--- src/design/ilbm_pkg.sv ---
// ----------------------------------------------------------------------------
// ilbm_pkg
// Shared types, constants, microcode table and IEC scale function for the
// level bar meter.
// ----------------------------------------------------------------------------
package ilbm_pkg;

    localparam int DB_W    = 12;             // dB fields, 1/16 dB, signed
    localparam int DEFL_W  = 15;             // deflection, 1/64 percent
    localparam int LEN_W   = 10;             // bar lengths
    localparam int DEN_W   = DEFL_W + 1;     // signed deflection difference
    localparam int NUM_W   = DEFL_W + 2;     // signed divider numerator
    localparam int PROD_W  = DEFL_W + LEN_W; // numerator times bar length
    localparam int CNT_W   = $clog2(LEN_W);
    localparam int ADDR_W  = 5;
    localparam int DATA_W  = 32;
    localparam int STEP_W  = 4;

    localparam logic [DEFL_W-1:0] FULL_SCALE = 15'd6400;

    // Register indexes (paddr[4:2])
    localparam logic [2:0] REG_FLOOR   = 3'd0;
    localparam logic [2:0] REG_CEILING = 3'd1;
    localparam logic [2:0] REG_WARN    = 3'd2;
    localparam logic [2:0] REG_REVERSE = 3'd3;
    localparam logic [2:0] REG_BAR     = 3'd4;

    typedef logic [STEP_W-1:0] step_t;

    // Microprogram step addresses
    localparam step_t ST_WAIT = 4'd0;
    localparam step_t ST_LO   = 4'd1;
    localparam step_t ST_UP   = 4'd2;
    localparam step_t ST_W    = 4'd3;
    localparam step_t ST_NA   = 4'd4;
    localparam step_t ST_DNV  = 4'd5;
    localparam step_t ST_QR   = 4'd6;
    localparam step_t ST_DNA  = 4'd7;
    localparam step_t ST_QG   = 4'd8;
    localparam step_t ST_DFS  = 4'd9;
    localparam step_t ST_QA   = 4'd10;
    localparam step_t ST_DPK  = 4'd11;
    localparam step_t ST_QP   = 4'd12;
    localparam step_t ST_EMIT = 4'd13;

    typedef enum logic [1:0] {DSRC_LEVEL, DSRC_FLOOR, DSRC_CEIL, DSRC_WARN} defl_src_t;
    typedef enum logic [2:0] {DDST_NONE, DDST_V, DDST_LO, DDST_UP, DDST_W} defl_dst_t;
    typedef enum logic [1:0] {OPND_NV, OPND_NA, OPND_FS, OPND_PK} opnd_t;
    typedef enum logic [2:0] {QDST_NONE, QDST_R, QDST_G, QDST_A, QDST_P} qdst_t;
    typedef enum logic [2:0] {
        JC_ALWAYS, JC_NO_ACCEPT, JC_CLEAR_OP, JC_DIV_BUSY, JC_OUT_FULL
    } jcond_t;

    typedef struct packed {
        defl_src_t defl_src;
        defl_dst_t defl_dst;
        logic      upd_peak;
        logic      ld_na;
        logic      div_start;
        opnd_t     opnd;
        qdst_t     qdst;
        logic      emit;
        jcond_t    cond;
        step_t     jt;     // taken when cond holds
        step_t     jn;     // taken otherwise
    } ucode_t;

    typedef enum logic [1:0] {DIV_IDLE, DIV_MUL, DIV_RUN} div_state_t;

    typedef struct packed {
        logic                    start;
        logic signed [NUM_W-1:0] num;
        logic signed [DEN_W-1:0] den;
    } div_req_t;

    // Control store: one word per step.
    function automatic ucode_t ucode_rom(input step_t s);
        ucode_t u;
        u      = '0;
        u.cond = JC_ALWAYS;
        u.jt   = ST_WAIT;
        u.jn   = ST_WAIT;
        case (s)
            ST_WAIT: begin
                u.defl_src = DSRC_LEVEL;
                u.defl_dst = DDST_V;
                u.cond     = JC_NO_ACCEPT;
                u.jt       = ST_WAIT;
                u.jn       = ST_LO;
            end
            ST_LO: begin
                u.defl_src = DSRC_FLOOR;
                u.defl_dst = DDST_LO;
                u.cond     = JC_CLEAR_OP;
                u.jt       = ST_EMIT;
                u.jn       = ST_UP;
            end
            ST_UP: begin
                u.defl_src = DSRC_CEIL;
                u.defl_dst = DDST_UP;
                u.jt       = ST_W;
            end
            ST_W: begin
                u.defl_src = DSRC_WARN;
                u.defl_dst = DDST_W;
                u.upd_peak = 1'b1;
                u.jt       = ST_NA;
            end
            ST_NA: begin
                u.ld_na = 1'b1;
                u.jt    = ST_DNV;
            end
            ST_DNV: begin
                u.div_start = 1'b1;
                u.opnd      = OPND_NV;
                u.jt        = ST_QR;
            end
            ST_QR: begin
                u.qdst = QDST_R;
                u.cond = JC_DIV_BUSY;
                u.jt   = ST_QR;
                u.jn   = ST_DNA;
            end
            ST_DNA: begin
                u.div_start = 1'b1;
                u.opnd      = OPND_NA;
                u.jt        = ST_QG;
            end
            ST_QG: begin
                u.qdst = QDST_G;
                u.cond = JC_DIV_BUSY;
                u.jt   = ST_QG;
                u.jn   = ST_DFS;
            end
            ST_DFS: begin
                u.div_start = 1'b1;
                u.opnd      = OPND_FS;
                u.jt        = ST_QA;
            end
            ST_QA: begin
                u.qdst = QDST_A;
                u.cond = JC_DIV_BUSY;
                u.jt   = ST_QA;
                u.jn   = ST_DPK;
            end
            ST_DPK: begin
                u.div_start = 1'b1;
                u.opnd      = OPND_PK;
                u.jt        = ST_QP;
            end
            ST_QP: begin
                u.qdst = QDST_P;
                u.cond = JC_DIV_BUSY;
                u.jt   = ST_QP;
                u.jn   = ST_EMIT;
            end
            ST_EMIT: begin
                u.emit = 1'b1;
                u.cond = JC_OUT_FULL;
                u.jt   = ST_EMIT;
                u.jn   = ST_WAIT;
            end
            default: begin
                u.jt = ST_WAIT;
            end
        endcase
        return u;
    endfunction

    // Seven-piece IEC scale: 1/16 dB in, 1/64 percent out, exact.
    function automatic logic [DEFL_W-1:0] iec_defl(input logic signed [DB_W-1:0] d);
        logic signed [DEN_W-1:0] x;
        logic signed [DEN_W-1:0] y;
        x = DEN_W'(d);
        if (x < -1120)
            y = '0;
        else if (x < -960)
            y = DEN_W'(x + 1120);
        else if (x < -800)
            y = DEN_W'((x + 960) * 2 + 320);
        else if (x < -640)
            y = DEN_W'((x + 800) * 3 + 480);
        else if (x < -480)
            y = DEN_W'((x + 640) * 6 + 960);
        else if (x < -320)
            y = DEN_W'((x + 480) * 8 + 1920);
        else
            y = DEN_W'((x + 320) * 10 + 3200);
        return y[DEFL_W-1:0];
    endfunction

endpackage

--- src/design/ilbm_div.sv ---
// ----------------------------------------------------------------------------
// ilbm_div
// Bar length unit: trunc(num * len / den), zero for num <= 0 or den <= 0,
// saturated at len. A multiply step, then one quotient bit per cycle.
// ----------------------------------------------------------------------------
module ilbm_div (
    input  logic                          clk,
    input  logic                          rst_n,
    input  ilbm_pkg::div_req_t            req,
    input  logic [ilbm_pkg::LEN_W-1:0]    len,
    output logic                          busy,
    output logic [ilbm_pkg::LEN_W-1:0]    quo
);
    import ilbm_pkg::*;

    div_state_t          state_reg, state_next;
    logic [CNT_W-1:0]    cnt_reg, cnt_next;
    logic [DEFL_W-1:0]   num_reg, num_next;
    logic [DEFL_W-1:0]   den_reg, den_next;
    logic [DEFL_W-1:0]   rem_reg, rem_next;
    logic [LEN_W-1:0]    low_reg, low_next;
    logic [PROD_W-1:0]   prod;
    logic [DEFL_W:0]     trial;
    logic                trivial_zero;
    logic                saturate;

    assign trivial_zero = ($signed(req.num) <= 0) || ($signed(req.den) <= 0);
    assign saturate     = $signed(req.num) >= $signed(NUM_W'($signed(req.den)));
    assign prod         = PROD_W'(num_reg) * PROD_W'(len);
    assign trial        = {rem_reg, low_reg[LEN_W-1]};

    // next state
    always_comb
    begin
        state_next = state_reg;
        case (state_reg)
            DIV_IDLE:
            begin
                if (req.start && !trivial_zero && !saturate)
                    state_next = DIV_MUL;
            end
            DIV_MUL:
                state_next = DIV_RUN;
            DIV_RUN:
            begin
                if (cnt_reg == CNT_W'(LEN_W - 1))
                    state_next = DIV_IDLE;
            end
            default:
                state_next = DIV_IDLE;
        endcase
    end

    // outputs
    always_comb
    begin
        busy = (state_reg != DIV_IDLE);
        quo  = low_reg;
    end

    // datapath
    always_comb
    begin
        cnt_next = cnt_reg;
        num_next = num_reg;
        den_next = den_reg;
        rem_next = rem_reg;
        low_next = low_reg;
        case (state_reg)
            DIV_IDLE:
            begin
                if (req.start)
                begin
                    if (trivial_zero)
                        low_next = '0;
                    else if (saturate)
                        low_next = len;
                    else
                    begin
                        num_next = req.num[DEFL_W-1:0];
                        den_next = req.den[DEFL_W-1:0];
                    end
                end
            end
            DIV_MUL:
            begin
                // upper part is already below den since num < den
                rem_next = prod[PROD_W-1:LEN_W];
                low_next = prod[LEN_W-1:0];
                cnt_next = '0;
            end
            DIV_RUN:
            begin
                if (trial >= {1'b0, den_reg})
                begin
                    rem_next = DEFL_W'(trial - {1'b0, den_reg});
                    low_next = {low_reg[LEN_W-2:0], 1'b1};
                end
                else
                begin
                    rem_next = trial[DEFL_W-1:0];
                    low_next = {low_reg[LEN_W-2:0], 1'b0};
                end
                cnt_next = cnt_reg + 1'b1;
            end
            default:
            begin
                cnt_next = '0;
            end
        endcase
    end

    always_ff @(posedge clk or negedge rst_n)
    begin
        if (!rst_n)
            state_reg <= DIV_IDLE;
        else
            state_reg <= state_next;
    end

    always_ff @(posedge clk)
    begin
        cnt_reg <= cnt_next;
        num_reg <= num_next;
        den_reg <= den_next;
        rem_reg <= rem_next;
        low_reg <= low_next;
    end

endmodule

--- src/design/iec_level_bar_meter.sv ---
// ----------------------------------------------------------------------------
// iec_level_bar_meter
// Level meter on the IEC peak meter scale with held peak and bar segments.
// ----------------------------------------------------------------------------
// Usage:
//   Sample channel (sample_valid/sample_stall, opcode, level_db) carries one
//   request per level sample or peak clear. Meter channel (meter_valid/
//   meter_stall) returns one result per request: green/amber/red bar ends,
//   the peak mark position, peak_shown and the sample's IEC deflection.
//   Registers sit on an APB-style port at byte addresses 0,4,8,12,16:
//   floor_db, ceiling_db, warn_db, reverse_warn, bar_length. Write them only
//   while no request is in flight.
//   Division: a level sample runs the shared bar length divider four times;
//   a clear skips it. The divider retires one quotient bit per cycle after
//   a multiply step; divisions with a trivial answer finish at once.
//   A microcoded sequencer steps through the work; sample_stall is low only
//   on its wait step. The next request is taken while a finished result still
//   sits in the output register; the sequencer holds at its emit step only
//   when that register is full and stalled.
//   Reset: registers take their default values, held peak clears, both
//   channels go idle.
// ----------------------------------------------------------------------------
module iec_level_bar_meter #(
    parameter int MAX_BAR_LENGTH = 1023
) (
    input  logic                                clk,
    input  logic                                rst_n,
    input  logic                                psel,
    input  logic                                penable,
    input  logic                                pwrite,
    input  logic [ilbm_pkg::ADDR_W-1:0]         paddr,
    input  logic [ilbm_pkg::DATA_W-1:0]         pwdata,
    output logic [ilbm_pkg::DATA_W-1:0]         prdata,
    output logic                                pready,
    input  logic                                sample_valid,
    output logic                                sample_stall,
    input  logic                                opcode,
    input  logic signed [ilbm_pkg::DB_W-1:0]    level_db,
    output logic                                meter_valid,
    input  logic                                meter_stall,
    output logic [ilbm_pkg::LEN_W-1:0]          green_end,
    output logic [ilbm_pkg::LEN_W-1:0]          amber_end,
    output logic [ilbm_pkg::LEN_W-1:0]          red_end,
    output logic [ilbm_pkg::LEN_W-1:0]          peak_pos,
    output logic                                peak_shown,
    output logic [ilbm_pkg::DEFL_W-1:0]         deflection
);
    import ilbm_pkg::*;

    // ---------------- configuration registers ----------------
    logic signed [DB_W-1:0] floor_reg, floor_next;
    logic signed [DB_W-1:0] ceiling_reg, ceiling_next;
    logic signed [DB_W-1:0] warn_reg, warn_next;
    logic                   reverse_reg, reverse_next;
    logic [LEN_W-1:0]       bar_reg, bar_next;
    logic                   cfg_wr;
    logic [2:0]             cfg_idx;

    assign pready  = 1'b1;
    assign cfg_wr  = psel && penable && pwrite && pready;
    assign cfg_idx = paddr[4:2];

    always_comb
    begin
        floor_next   = floor_reg;
        ceiling_next = ceiling_reg;
        warn_next    = warn_reg;
        reverse_next = reverse_reg;
        bar_next     = bar_reg;
        if (cfg_wr)
        begin
            case (cfg_idx)
                REG_FLOOR:   floor_next   = pwdata[DB_W-1:0];
                REG_CEILING: ceiling_next = pwdata[DB_W-1:0];
                REG_WARN:    warn_next    = pwdata[DB_W-1:0];
                REG_REVERSE: reverse_next = pwdata[0];
                REG_BAR:     bar_next     = pwdata[LEN_W-1:0];
                default:     ;
            endcase
        end
    end

    always_comb
    begin
        case (cfg_idx)
            REG_FLOOR:   prdata = DATA_W'(floor_reg);
            REG_CEILING: prdata = DATA_W'(ceiling_reg);
            REG_WARN:    prdata = DATA_W'(warn_reg);
            REG_REVERSE: prdata = DATA_W'(reverse_reg);
            REG_BAR:     prdata = DATA_W'(bar_reg);
            default:     prdata = '0;
        endcase
    end

    // bar length saturated at the build limit
    logic [LEN_W-1:0] len_eff;
    assign len_eff = (int'(bar_reg) > MAX_BAR_LENGTH) ? LEN_W'(MAX_BAR_LENGTH) : bar_reg;

    // ---------------- sequencer ----------------
    step_t  upc_reg, upc_next;
    ucode_t uc;
    logic   cond_hit;
    logic   sample_take;
    logic   meter_take;
    logic   out_full;
    logic   div_busy;
    logic   emit_go;
    logic   op_reg, op_next;

    assign uc           = ucode_rom(upc_reg);
    assign sample_stall = (upc_reg != ST_WAIT);
    assign sample_take  = sample_valid && !sample_stall;
    assign meter_take   = meter_valid && !meter_stall;
    assign out_full     = meter_valid && meter_stall;
    assign emit_go      = uc.emit && !out_full;

    always_comb
    begin
        case (uc.cond)
            JC_ALWAYS:    cond_hit = 1'b1;
            JC_NO_ACCEPT: cond_hit = !sample_take;
            JC_CLEAR_OP:  cond_hit = op_reg;
            JC_DIV_BUSY:  cond_hit = div_busy;
            JC_OUT_FULL:  cond_hit = out_full;
            default:      cond_hit = 1'b1;
        endcase
        upc_next = cond_hit ? uc.jt : uc.jn;
    end

    // ---------------- datapath ----------------
    logic [DEFL_W-1:0]       v_reg, v_next;      // sample deflection
    logic [DEFL_W-1:0]       lo_reg, lo_next;    // floor deflection
    logic [DEFL_W-1:0]       up_reg, up_next;    // ceiling deflection
    logic [DEFL_W-1:0]       w_reg, w_next;      // warn deflection
    logic signed [NUM_W-1:0] na_reg, na_next;    // amber point above floor
    logic [DEFL_W-1:0]       held_reg, held_next;
    logic [LEN_W-1:0]        qr_reg, qr_next;
    logic [LEN_W-1:0]        qg_reg, qg_next;
    logic [LEN_W-1:0]        qa_reg, qa_next;
    logic [LEN_W-1:0]        qp_reg, qp_next;

    logic signed [DB_W-1:0]  defl_in;
    logic [DEFL_W-1:0]       defl_out;
    logic signed [DEN_W-1:0] den;
    logic signed [DEN_W-1:0] nv;
    logic signed [DEN_W-1:0] wl;
    logic signed [DEN_W-1:0] fs_lo;
    logic signed [DEN_W-1:0] pk_lo;
    div_req_t                div_req;
    logic [LEN_W-1:0]        div_quo;
    logic                    q_wr;

    // shared scale unit
    always_comb
    begin
        case (uc.defl_src)
            DSRC_LEVEL: defl_in = level_db;
            DSRC_FLOOR: defl_in = floor_reg;
            DSRC_CEIL:  defl_in = ceiling_reg;
            DSRC_WARN:  defl_in = warn_reg;
            default:    defl_in = level_db;
        endcase
        defl_out = iec_defl(defl_in);
    end

    assign den   = $signed({1'b0, up_reg}) - $signed({1'b0, lo_reg});
    assign nv    = $signed({1'b0, v_reg}) - $signed({1'b0, lo_reg});
    assign wl    = $signed({1'b0, w_reg}) - $signed({1'b0, lo_reg});
    assign fs_lo = $signed({1'b0, FULL_SCALE}) - $signed({1'b0, lo_reg});
    assign pk_lo = $signed({1'b0, held_reg}) - $signed({1'b0, lo_reg});

    always_comb
    begin
        div_req.start = uc.div_start;
        div_req.den   = den;
        case (uc.opnd)
            OPND_NV: div_req.num = NUM_W'(nv);
            OPND_NA: div_req.num = na_reg;
            OPND_FS: div_req.num = NUM_W'(fs_lo);
            OPND_PK: div_req.num = NUM_W'(pk_lo);
            default: div_req.num = NUM_W'(nv);
        endcase
    end

    ilbm_div u_div (
        .clk   (clk),
        .rst_n (rst_n),
        .req   (div_req),
        .len   (len_eff),
        .busy  (div_busy),
        .quo   (div_quo)
    );

    // quotient lands when the wait step sees the divider idle
    assign q_wr = (uc.qdst != QDST_NONE) && !div_busy;

    always_comb
    begin
        v_next    = v_reg;
        lo_next   = lo_reg;
        up_next   = up_reg;
        w_next    = w_reg;
        na_next   = na_reg;
        held_next = held_reg;
        op_next   = op_reg;
        qr_next   = qr_reg;
        qg_next   = qg_reg;
        qa_next   = qa_reg;
        qp_next   = qp_reg;

        case (uc.defl_dst)
            DDST_V:
            begin
                // latch the request only on accept
                if (sample_take)
                begin
                    v_next  = defl_out;
                    op_next = opcode;
                end
            end
            DDST_LO: lo_next = defl_out;
            DDST_UP: up_next = defl_out;
            DDST_W:  w_next  = defl_out;
            default: ;
        endcase

        // peak rises to the sample, capped at the current ceiling
        if (uc.upd_peak && (v_reg > held_reg))
            held_next = (v_reg > up_reg) ? up_reg : v_reg;

        if (uc.ld_na)
            na_next = reverse_reg ? (NUM_W'(den) - NUM_W'(wl)) : NUM_W'(wl);

        if (q_wr)
        begin
            case (uc.qdst)
                QDST_R:  qr_next = div_quo;
                QDST_G:  qg_next = div_quo;
                QDST_A:  qa_next = div_quo;
                QDST_P:  qp_next = div_quo;
                default: ;
            endcase
        end

        // clear request drops the held peak when its result goes out
        if (emit_go && op_reg)
            held_next = '0;
    end

    // ---------------- result register ----------------
    logic               out_valid_reg, out_valid_next;
    logic [LEN_W-1:0]   green_reg, green_next;
    logic [LEN_W-1:0]   amber_reg, amber_next;
    logic [LEN_W-1:0]   red_reg, red_next;
    logic [LEN_W-1:0]   ppos_reg, ppos_next;
    logic               shown_reg, shown_next;
    logic [DEFL_W-1:0]  defl_reg, defl_next;
    logic               below_amber;
    logic               in_scale;
    logic               pk_above;

    assign below_amber = $signed(NUM_W'(nv)) < na_reg;
    assign in_scale    = (v_reg <= FULL_SCALE);
    assign pk_above    = (pk_lo > 0);

    always_comb
    begin
        out_valid_next = out_valid_reg;
        green_next     = green_reg;
        amber_next     = amber_reg;
        red_next       = red_reg;
        ppos_next      = ppos_reg;
        shown_next     = shown_reg;
        defl_next      = defl_reg;

        if (meter_take)
            out_valid_next = 1'b0;

        if (emit_go)
        begin
            out_valid_next = 1'b1;
            green_next     = '0;
            amber_next     = '0;
            red_next       = '0;
            ppos_next      = '0;
            shown_next     = 1'b0;
            defl_next      = '0;
            if (!op_reg)
            begin
                defl_next = v_reg;
                // empty scale leaves every bar at zero
                if (den > 0)
                begin
                    red_next = qr_reg;
                    if (below_amber)
                    begin
                        green_next = qr_reg;
                        amber_next = qr_reg;
                    end
                    else if (in_scale)
                    begin
                        green_next = qg_reg;
                        amber_next = qr_reg;
                    end
                    else
                    begin
                        green_next = qg_reg;
                        amber_next = qa_reg;
                    end
                    shown_next = pk_above;
                    ppos_next  = pk_above ? qp_reg : '0;
                end
            end
        end
    end

    assign meter_valid = out_valid_reg;
    assign green_end   = green_reg;
    assign amber_end   = amber_reg;
    assign red_end     = red_reg;
    assign peak_pos    = ppos_reg;
    assign peak_shown  = shown_reg;
    assign deflection  = defl_reg;

    // ---------------- registers ----------------
    always_ff @(posedge clk or negedge rst_n)
    begin
        if (!rst_n)
        begin
            floor_reg     <= -12'sd960;
            ceiling_reg   <= 12'sd96;
            warn_reg      <= -12'sd96;
            reverse_reg   <= 1'b0;
            bar_reg       <= 10'd100;
            upc_reg       <= ST_WAIT;
            held_reg      <= '0;
            out_valid_reg <= 1'b0;
        end
        else
        begin
            floor_reg     <= floor_next;
            ceiling_reg   <= ceiling_next;
            warn_reg      <= warn_next;
            reverse_reg   <= reverse_next;
            bar_reg       <= bar_next;
            upc_reg       <= upc_next;
            held_reg      <= held_next;
            out_valid_reg <= out_valid_next;
        end
    end

    always_ff @(posedge clk)
    begin
        op_reg    <= op_next;
        v_reg     <= v_next;
        lo_reg    <= lo_next;
        up_reg    <= up_next;
        w_reg     <= w_next;
        na_reg    <= na_next;
        qr_reg    <= qr_next;
        qg_reg    <= qg_next;
        qa_reg    <= qa_next;
        qp_reg    <= qp_next;
        green_reg <= green_next;
        amber_reg <= amber_next;
        red_reg   <= red_next;
        ppos_reg  <= ppos_next;
        shown_reg <= shown_next;
        defl_reg  <= defl_next;
    end

    // ---------------- assertions ----------------
    a_div_start_idle: assert property (@(posedge clk) disable iff (!rst_n)
        uc.div_start |-> !div_busy)
        else $error("divider started while busy");

    a_amber_le_red: assert property (@(posedge clk) disable iff (!rst_n)
        meter_valid |-> (amber_end <= red_end))
        else $error("amber end beyond red end");

    a_red_le_len: assert property (@(posedge clk) disable iff (!rst_n)
        meter_valid |-> (red_end <= len_eff))
        else $error("red end beyond bar length");

    a_peak_hidden: assert property (@(posedge clk) disable iff (!rst_n)
        (meter_valid && !peak_shown) |-> (peak_pos == '0))
        else $error("peak mark placed while hidden");

endmodule

--- config.mk ---
export PLATFORM = sky130hd
export DESIGN_NAME = iec_level_bar_meter
export DESIGN_NICKNAME = d
export VERILOG_FILES = /design/src/design/ilbm_pkg.sv /design/src/design/ilbm_div.sv /design/src/design/iec_level_bar_meter.sv
export SDC_FILE = /design/constraint.sdc
export NUM_CORES = 1
export LEC_CHECK = 0
export BUFFER_PORTS_ARGS = -buffer_cell sky130_fd_sc_hd__buf_2
export CAP_MARGIN = 5
export CORE_MARGIN = 2
export CORE_UTILIZATION = 54
export CTS_CLUSTER_DIAMETER = 80
export DETAILED_ROUTE_END_ITERATION = 10
export GPL_ROUTABILITY_DRIVEN = 0
export PLACE_DENSITY_LB_ADDON = 0.2
export SKIP_LAST_GASP = 1
export SYNTH_ARGS = -nofsm -noshare
export SYNTH_HDL_FRONTEND = slang
export SYNTH_SLANG_ARGS = --single-unit
--- constraint.sdc ---
create_clock -name clk -period 7.1 [get_ports clk]
set_input_delay 2.13 -clock clk [delete_from_list [all_inputs] [get_ports clk]]
set_output_delay 2.13 -clock clk [all_outputs]
set_load 0.1 [all_outputs]
==> results of run 1 <==
## cell type report
class	instances	area share [%]
Inverter	268	3.446
Multi-Input combinational cell	2086	56.59
Sequential cell	302	29.95
Tap cell	664	2.846
Clock buffer	43	3.176
Timing Repair Buffer	163	3.137
Clock inverter	23	0.8529
## worst register-to-register path, delay by kind of cell, from the launching register on
family,cells,cell delay (ns)
fa+ha+maj,6,2.78
flops,1,0.77
buf+inv,3,0.15
simple gates,2,0.36
compound gates,9,1.76
## placed cells by master, fill, tap and decap left out, types with 10 or more instances in the layout
| cell | netlist | final |
|---|---|---|
| ha_1 | 301 | 301 |
| inv_1 | 267 | 267 |
| nand2_1 | 253 | 253 |
| edfxtp_1 | 233 | 233 |
| nor2_1 | 191 | 189 |
| a21oi_1 | 145 | 144 |
| o21ai_0 | 148 | 138 |
| buf_2 | 7 | 123 |
| fa_1 | 114 | 114 |
| xnor2_1 | 102 | 102 |
| and2_1 | 90 | 90 |
| mux2i_1 | 78 | 77 |
| xor2_1 | 59 | 59 |
| a21o_1 | 56 | 56 |
| dfrtp_1 | 55 | 54 |
| mux2_2 | 53 | 53 |
| nor2b_1 | 44 | 44 |
| nor3_1 | 45 | 44 |
| buf_4 | 21 | 40 |
| clkbuf_16 | 0 | 36 |
| o21a_1 | 34 | 34 |
| nand3_1 | 31 | 31 |
| nand2b_1 | 30 | 30 |
| a211oi_1 | 26 | 25 |
| nand4_1 | 22 | 22 |
| o31ai_1 | 22 | 22 |
| a31oi_1 | 20 | 20 |
| o21ai_1 | 7 | 17 |
| o211ai_1 | 14 | 14 |
| dfstp_2 | 14 | 14 |
| or2_2 | 13 | 13 |
| and3_1 | 13 | 13 |
| o21bai_1 | 12 | 12 |
| a21boi_0 | 11 | 11 |
| nor4_1 | 11 | 10 |
| o221a_2 | 10 | 10 |
## metal layers
| layer | track usage (%) | up-vias | share of wire (%) | wire length, um |
|---|---|---|---|---|
| li1 | - | 9927 | - | - |
| met1 | 36.41 | 10200 | 43 | 29880 |
| met2 | 45.10 | 707 | 48 | 32930 |
| met3 | 3.706 | 138 | 6.4 | 4428 |
| met4 | 8.425 | 0 | 2.9 | 2021 |
| met5 | 0 | - | 0 | 0 |
## final timing paths
check,endpoint,start,slack (ns)
min in group asynchronous,held_reg[3],rst_n,1.72
min,peak_pos[2],qp_reg[2],0.52
max,w_reg[14],level_db[7],0.85
min reg2reg,peak_pos[2],qp_reg[2],0.52
max reg2reg,u_div.rem_reg[13],bar_reg[2],1.02
max in group asynchronous,upc_reg[0],rst_n,4.70
## synthesized netlist by cell type, types with 78 or more instances
cell / count
xnor2_1: 102
ha_1: 301
a21oi_1: 145
mux2i_1: 78
o21ai_0: 148
nor2_1: 191
edfxtp_1: 233
and2_1: 90
clkbuf_1: 86
fa_1: 114
nand2_1: 253
inv_1: 267
## stage by stage
| step | hold slack [ns] | util, % | worst slack (ns) | std cells | cell area [sq um] |
|---|---|---|---|---|---|
| floorplan | 0.4753 | - | 0.1164 | 2782 | 26790 |
| global placement | 0.5009 | 57.23 | 0.4374 | 3483 | 28020 |
| detailed placement | 0.5186 | 57.23 | 0.3555 | 3483 | 28020 |
| CTS | 0.5305 | 59.64 | 0.9131 | 3549 | 29190 |
| global route | 0.5449 | 59.64 | 0.4579 | 3549 | 29190 |
| finish | 0.5243 | 59.64 | 0.8467 | 3549 | 29190 |
## kinds of logic (layout without fill, tap and decap cells)
kind of cell | after synthesis | in the layout | share of synthesized area, %
AO/OA/AOI/OAI | 599 | 599 | 14.60
XOR/XNOR | 161 | 161 | 5.263
adder cells (fa/ha/maj) | 415 | 415 | 22.58
buffers and inverters | 394 | 497 | 5.847
flip-flops | 302 | 302 | 32.63
multiplexers | 132 | 132 | 5.184
other | 1 | 1 | 0.01400
AND/OR/NAND/NOR | 778 | 778 | 13.89
==> out/metrics.yaml, run 1 <==
run_status: "completed"
worst-slew-pin-transition_ns: 1.265
cap_violations: 0
ctsHoldBuffers: 0
timing.final.crit_period_ns: 6.253
rr_worst_depth: 20
ys_ff_latch: 302
skew_ns: 0.02735
syn-num-nets: 3254
avgSynthCellArea_sq_um: 9.630
largest_reg_flops: 17
fillCellCount: 4142
netlist_instances: 2782
die_w_um: 226.7
critPathMaxStageDelay_ns: 0.45
holdCritPathClass: "reg2reg"
ioPinCount: 148
cp.depth: 20
overflow: 0
crit_chain: "buf_2 -> nor2_1 -> a21oi_1 -> o221a_2 -> inv_1 -> ha_1 -> inv_1 -> ha_1 -> ha_1 -> nand2_1 -> o21ai_0 -> nor2_1 -> xnor2_1 -> and3_1 -> nor3_1 -> nand3b_1 -> xnor2_1 -> mux2_2 -> a211oi_1 -> buf_4"
synth_warnings: 0
syn2layout_area_growth_pct: 8.957
drtPass1Iterations: 7
yosys-top-cells-area: "edfxtp_1 (26%), ha_1 (14%), fa_1 (8.5%)"
synth_edf_count: 233
wl_per_cell_um: 19.51
finalHoldViolations: 0
via_count: 20970
synth_top_area_share_pct: 26.11
cp_common_cell: "ha_1"
rsz0062_at_grt: "no"
synth-seq-area-share_pct: 32.63
post_cts_buffers: 0
setup_viol: 0
setup_tns_ns: 0
cts_resized: 0
start_util_pct: 54.73
nets: 3329
yosysTopAreaCell: "edfxtp_1"
drive_above_1_share_pct: 11.30
regArea_sq_um: 8742
grt_max_degree: 70
cts.sinks: 302
cp.arrival_ns: 6.68
worst_path_max_delay_cell: "ha_1"
ys.flop_type: "edfxtp_1"
multi_input_area_sq_um: 16520
cts_buffers: 36
grt_usage_pct: 27.01
grt_pass1_wl_um: 109500
async_flop_share_pct: 22.85
clkLatencyLatePin_ns: 0.57
io_buffers: 124
rows: 81
worstSetupPathType: "in2reg"
drtIter0Drc: 1729
cp.required_ns: 7.53
die-area_sq_um: 51410
crit_path_start_kind: "primary input"
root_buffer: "clkbuf_16"
cp_top_family: "compound AO/OA/AOI/OAI gates"
htreeDepth: 2
core-area_sq_um: 48950
crit_path_max_fanout: 10
diodes: 0
postRouteAntennaNets: 0
hold_depth: 1
finalCritPeriodShare_pct: 88.07
vias_per_cell: 5.910
end_kind: "flop"
grt_pass1_vias: 20780
dp.final_hpwl_um: 53690
worst-path-buf-inv: 4
routed_wl_um: 69250
cts_tree: "yes"
clkTransAtPathRegs_ns: 0.06
slew_headroom_pct: 15.39
cts_max_path_buffers: 3
syn_area_sq_um: 26790
fmax_ghz: 0.1599
die_h_um: 226.7
synth_cell_types: 85
antenna_found_initial: 0
drv_slew: 0
drcViolationCount: 0
Power of run 1 is left out: the tool's default activity adds up to more than one toggle a clock period on the data nets, which glitch-free logic cannot reach.
==> run 2, diff against run 1 <==
CORE_MARGIN = 4   (was 2)
==> out/metrics.yaml, run 2 (synthesized netlist as in run 1, its figures left out) <==
grt_pass1_wl_um: 109900
end_kind: "flop"
dp.final_hpwl_um: 53770
vias_per_cell: 5.900
run_status: "completed"
slew_headroom_pct: 13.14
die_h_um: 230.7
cts_resized: 0
timing.final.crit_period_ns: 6.332
regToRegEndpoint: "u_div.rem_reg[13]"
cts.sinks: 302
fin_util_pct: 59.43
nets: 3326
cap_violations: 0
cp.arrival_ns: 6.60
start_util_pct: 54.73
ctsHoldBuffers: 0
post_cts_buffers: 0
cts_max_path_buffers: 3
final_cell_mix: "ha_1 (301), inv_1 (267), nand2_1 (253), edfxtp_1 (233), nor2_1 (189)"
die-area_sq_um: 53240
startpoint: "bar_reg[2]"
wl_per_cell_um: 19.48
die_w_um: 230.7
crit_chain: "nand2_1 -> fa_1 -> inv_1 -> fa_1 -> inv_1 -> fa_1 -> fa_1 -> inv_1 -> fa_1 -> ha_1 -> nor4_1 -> o21ai_0 -> a41oi_1 -> o21ai_0 -> o221ai_1 -> o21ai_0 -> a21oi_1 -> a31oi_1 -> o21ai_0 -> a21oi_1"
timing.rr.start: "bar_reg[2]"
worstSetupPathType: "reg2reg"
drtPass1Iterations: 6
rsz0062_at_grt: "no"
routed_wl_um: 69040
holdCritPathClass: "reg2reg"
clkLatencyLatePin_ns: 0.55
htreeDepth: 2
drv_slew: 0
ff2ff_setup_slack_ns: 0.77
grt_usage_pct: 25.45
fmax_ghz: 0.1579
rr_worst_depth: 20
layout_commonest_cell: "ha_1"
critPathMaxStageDelay_ns: 0.78
drtIter0Drc: 1695
core-area_sq_um: 48950
finalInstanceArea_sq_um: 29090
crit_end: "u_div.rem_reg[13]"
finalCritPeriodShare_pct: 89.18
finalHoldViolations: 0
overflow: 0
hold_slack_ns: 0.5266
skew_ns: 0.01583
grt_max_degree: 70
io_buffers: 124
placed_area_sq_um: 28010
drive_above_1_share_pct: 11.22
syn2layout_area_growth_pct: 8.584
via_count: 20910
antenna_found_initial: 1
rows: 81
largest_reg_flops: 17
cp_common_cell: "fa_1"
worst-slew-pin-transition_ns: 1.298
cp.required_ns: 7.37
postRouteAntennaNets: 0
crit_path_max_fanout: 18
root_buffer: "clkbuf_16"
clkTransAtPathRegs_ns: 0.06
setup_viol: 0
cts_tree: "yes"
grt_pass1_vias: 20840
cts_buffers: 34
ioPinCount: 148
drcViolationCount: 0
worst_path_max_delay_cell: "dfstp_2"
crit_path_start_kind: "flop"
setup_tns_ns: 0
## run 2: area by class of cell
type	instances	area [sq um]
Clock inverter	15	153.9
Timing Repair Buffer	162	908.4
Sequential cell	302	8742
Antenna cell	1	2.502
Inverter	268	1006
Tap cell	664	830.8
Multi-Input combinational cell	2086	16520
Clock buffer	46	925.9
Fill cell	4125	19860
## run 2: worst min-delay path by stage
stage	end	startpoint	depth (start not counted)	slack, ns
2_1_floorplan	held_reg[0]	held_reg[0]	2	0.48
3_3_place_gp	qp_reg[7]	u_div.quo[7]	0	0.50
3_5_place_dp	peak_pos[2]	qp_reg[2]	1	0.51
4_1_cts	peak_pos[3]	qp_reg[3]	1	0.53
5_1_grt	peak_pos[5]	qp_reg[5]	1	0.55
6_report	peak_pos[3]	qp_reg[3]	1	0.53
## run 2: per-stage QoR
step / worst slack [ns] / instances
5_1_grt: 0.3327 / 3544
2_1_floorplan: 0.1164 / 2782
3_5_place_dp: 0.3701 / 3482
4_1_cts: 0.9064 / 3543
3_3_place_gp: 0.4014 / 3482
6_report: 0.7681 / 3544
## run 2: critical path, delay by kind of cell (launching register included)
| kind | cells | cell delay (ns) |
|---|---|---|
| buffers and inverters | 3 | 0.17 |
| flip-flops | 1 | 0.78 |
| AND/OR/NAND/NOR | 2 | 0.44 |
| AO/OA/AOI/OAI | 9 | 1.92 |
| adder cells (fa/ha/maj) | 6 | 2.76 |
## run 2: routing by layer
metal	wire [um]	up-vias	track usage, %
li1	-	9905	-
met3	4100	104	3.467
met2	33230	693	43.18
met1	30090	10210	34.54
met5	0	-	0
met4	1615	0	6.916
Power of run 2 is left out for the same reason.
==> run 3, diff against run 2 <==
ABC_AREA = 1   (was not set)
==> out/metrics.yaml, run 3 <==
run_status: "completed"
cts_max_path_buffers: 3
finalHoldViolations: 0
wl_per_cell_um: 17.84
dp.final_hpwl_um: 61750
worstSetupPathType: "reg2reg"
die_w_um: 235.7
synth-compound-area-share_pct: 12.30
yosys-mux-area-fraction_pct: 0
ys_ff_latch: 302
clkTransAtPathRegs_ns: 0.06
cts_resized: 0
layout_commonest_cell: "nand2_1"
antenna_found_initial: 0
rsz0062_at_grt: "no"
ys.flop_type: "edfxtp_1"
avgSynthCellArea_sq_um: 7.736
htreeDepth: 2
cp.required_ns: 7.37
dp_cells: 4339
fillCellCount: 4735
finalCritPeriodShare_pct: 85.77
die-area_sq_um: 55540
yosys-top-cells-area: "edfxtp_1 (25%), ha_1 (13%), nand2_1 (12%)"
rows: 83
core-area_sq_um: 51300
yosysMostFrequentCell: "nand2_1"
worst_slack_ns: 1.010
synth_top_area_share_pct: 25.00
grt_pass1_vias: 23420
ctsHoldBuffers: 0
netlist_instances: 3618
synth-xor-area-share_pct: 2.722
synth_fa_ha_area_share_pct: 21.61
nets: 4168
multi_input_area_sq_um: 16430
root_buffer: "clkbuf_16"
drive_above_1_share_pct: 7.763
timing.final.crit_period_ns: 6.090
synth-simple-area-share_pct: 22.01
drv_slew: 0
synth_common_cells: "nand2_1 (881), inv_1 (590), ha_1 (301)"
final_cell_mix: "nand2_1 (881), inv_1 (589), ha_1 (301), o21ai_0 (255), a21oi_1 (249)"
regArea_sq_um: 8741
vias_per_cell: 5.583
grt_usage_pct: 27.81
io_buffers: 124
end_kind: "flop"
overflow: 0
final_cells: 4403
fmax_ghz: 0.1642
cts.sinks: 302
finalInstanceArea_sq_um: 30310
diodes: 0
syn-num-nets: 4090
grt_pass1_wl_um: 124400
synth-seq-area-share_pct: 31.23
placed_area_sq_um: 29150
worst-slew-pin-transition_ns: 1.133
synth_cell_types: 63
start_util_pct: 54.56
cp.arrival_ns: 6.36
crit_path_start_kind: "flop"
holdCritPathClass: "reg2reg"
cts_tree: "yes"
drtIter0Drc: 2495
async_flop_share_pct: 22.85
slew_headroom_pct: 24.44
grt_max_degree: 70
synth_edf_count: 233
drcViolationCount: 0
dp_slack_ns: 0.7414
ioPinCount: 148
syn_area_sq_um: 27990
setup_tns_ns: 0
routed_wl_um: 78530
skew_ns: 0.03887
cap_violations: 0
post_cts_buffers: 0
syn2layout_area_growth_pct: 8.274
yosysTopAreaCell: "edfxtp_1"
largest_reg_flops: 17
drtPass1Iterations: 8
postRouteAntennaNets: 0
hold_depth: 2
crit_path_max_fanout: 18
clkLatencyLatePin_ns: 0.56
via_count: 24580
synth_warnings: 0
setup_viol: 0
cts_buffers: 35
synth_top_family_by_area: "simple AND/OR/NAND/NOR gates"
die_h_um: 235.7
rr_worst_depth: 22
[run 3: worst paths after layout]
path | start | to | slack (ns)
hold / removal | floor_reg[8] | floor_reg[8] | 0.49
max in group asynchronous | rst_n | bar_reg[8] | 4.71
hold reg to reg | floor_reg[8] | floor_reg[8] | 0.49
min in group asynchronous | rst_n | held_reg[7] | 1.67
setup reg to reg | bar_reg[2] | u_div.rem_reg[9] | 1.01
setup / recovery | bar_reg[2] | u_div.rem_reg[9] | 1.01
[run 3: layer usage]
metal  track usage (%)  up-vias  routed length (um)
met1             37.21    11390               32440
met4             10.46        0                3233
met2             46.37      983               36660
met5                 0        -                   0
met3             3.690      195                6202
li1                  -    12010                   -
[run 3: worst max-delay path, cell delays in order, from the launching register on]
cell and delay (ns):
dfstp_2 0.79, nand2_1 0.13, fa_1 0.51, inv_1 0.05, fa_1 0.49, inv_1 0.05, fa_1 0.47, fa_1 0.54
inv_1 0.06, fa_1 0.49, ha_1 0.37, nand2_1 0.08, o21ai_0 0.25, a21oi_1 0.10, o21ai_0 0.42, inv_1 0.07
o21ai_0 0.35, a21o_1 0.21, nand3_1 0.08, nand2_1 0.08, nand2_1 0.05, nand3_1 0.08, nand2_1 0.08
[run 3: logic make-up (layout without fill, tap and decap cells)]
group,Yosys count,after routing
xor+xnor,87,87
buf+inv,720,825
flops,302,302
other cells,1,1
compound gates,628,628
fa+ha+maj,415,415
simple gates,1465,1465
[run 3: area by class of cell]
type	instances	area share (%)
clock buffer	41	3.068
sequential	302	28.84
inverter	610	7.576
multi-input combinational	2596	54.23
timing repair buffer	151	2.725
tap	680	2.807
clock inverter	23	0.7555
[run 3: metrics by stage]
step | hold slack (ns) | utilization [%]
after floorplan | 0.4530 | -
after global placement | 0.4694 | 56.81
after detailed placement | 0.4787 | 56.81
after CTS | 0.4929 | 59.07
after global routing | 0.5152 | 59.07
final | 0.4894 | 59.07
Power of run 3 is left out for the same reason.
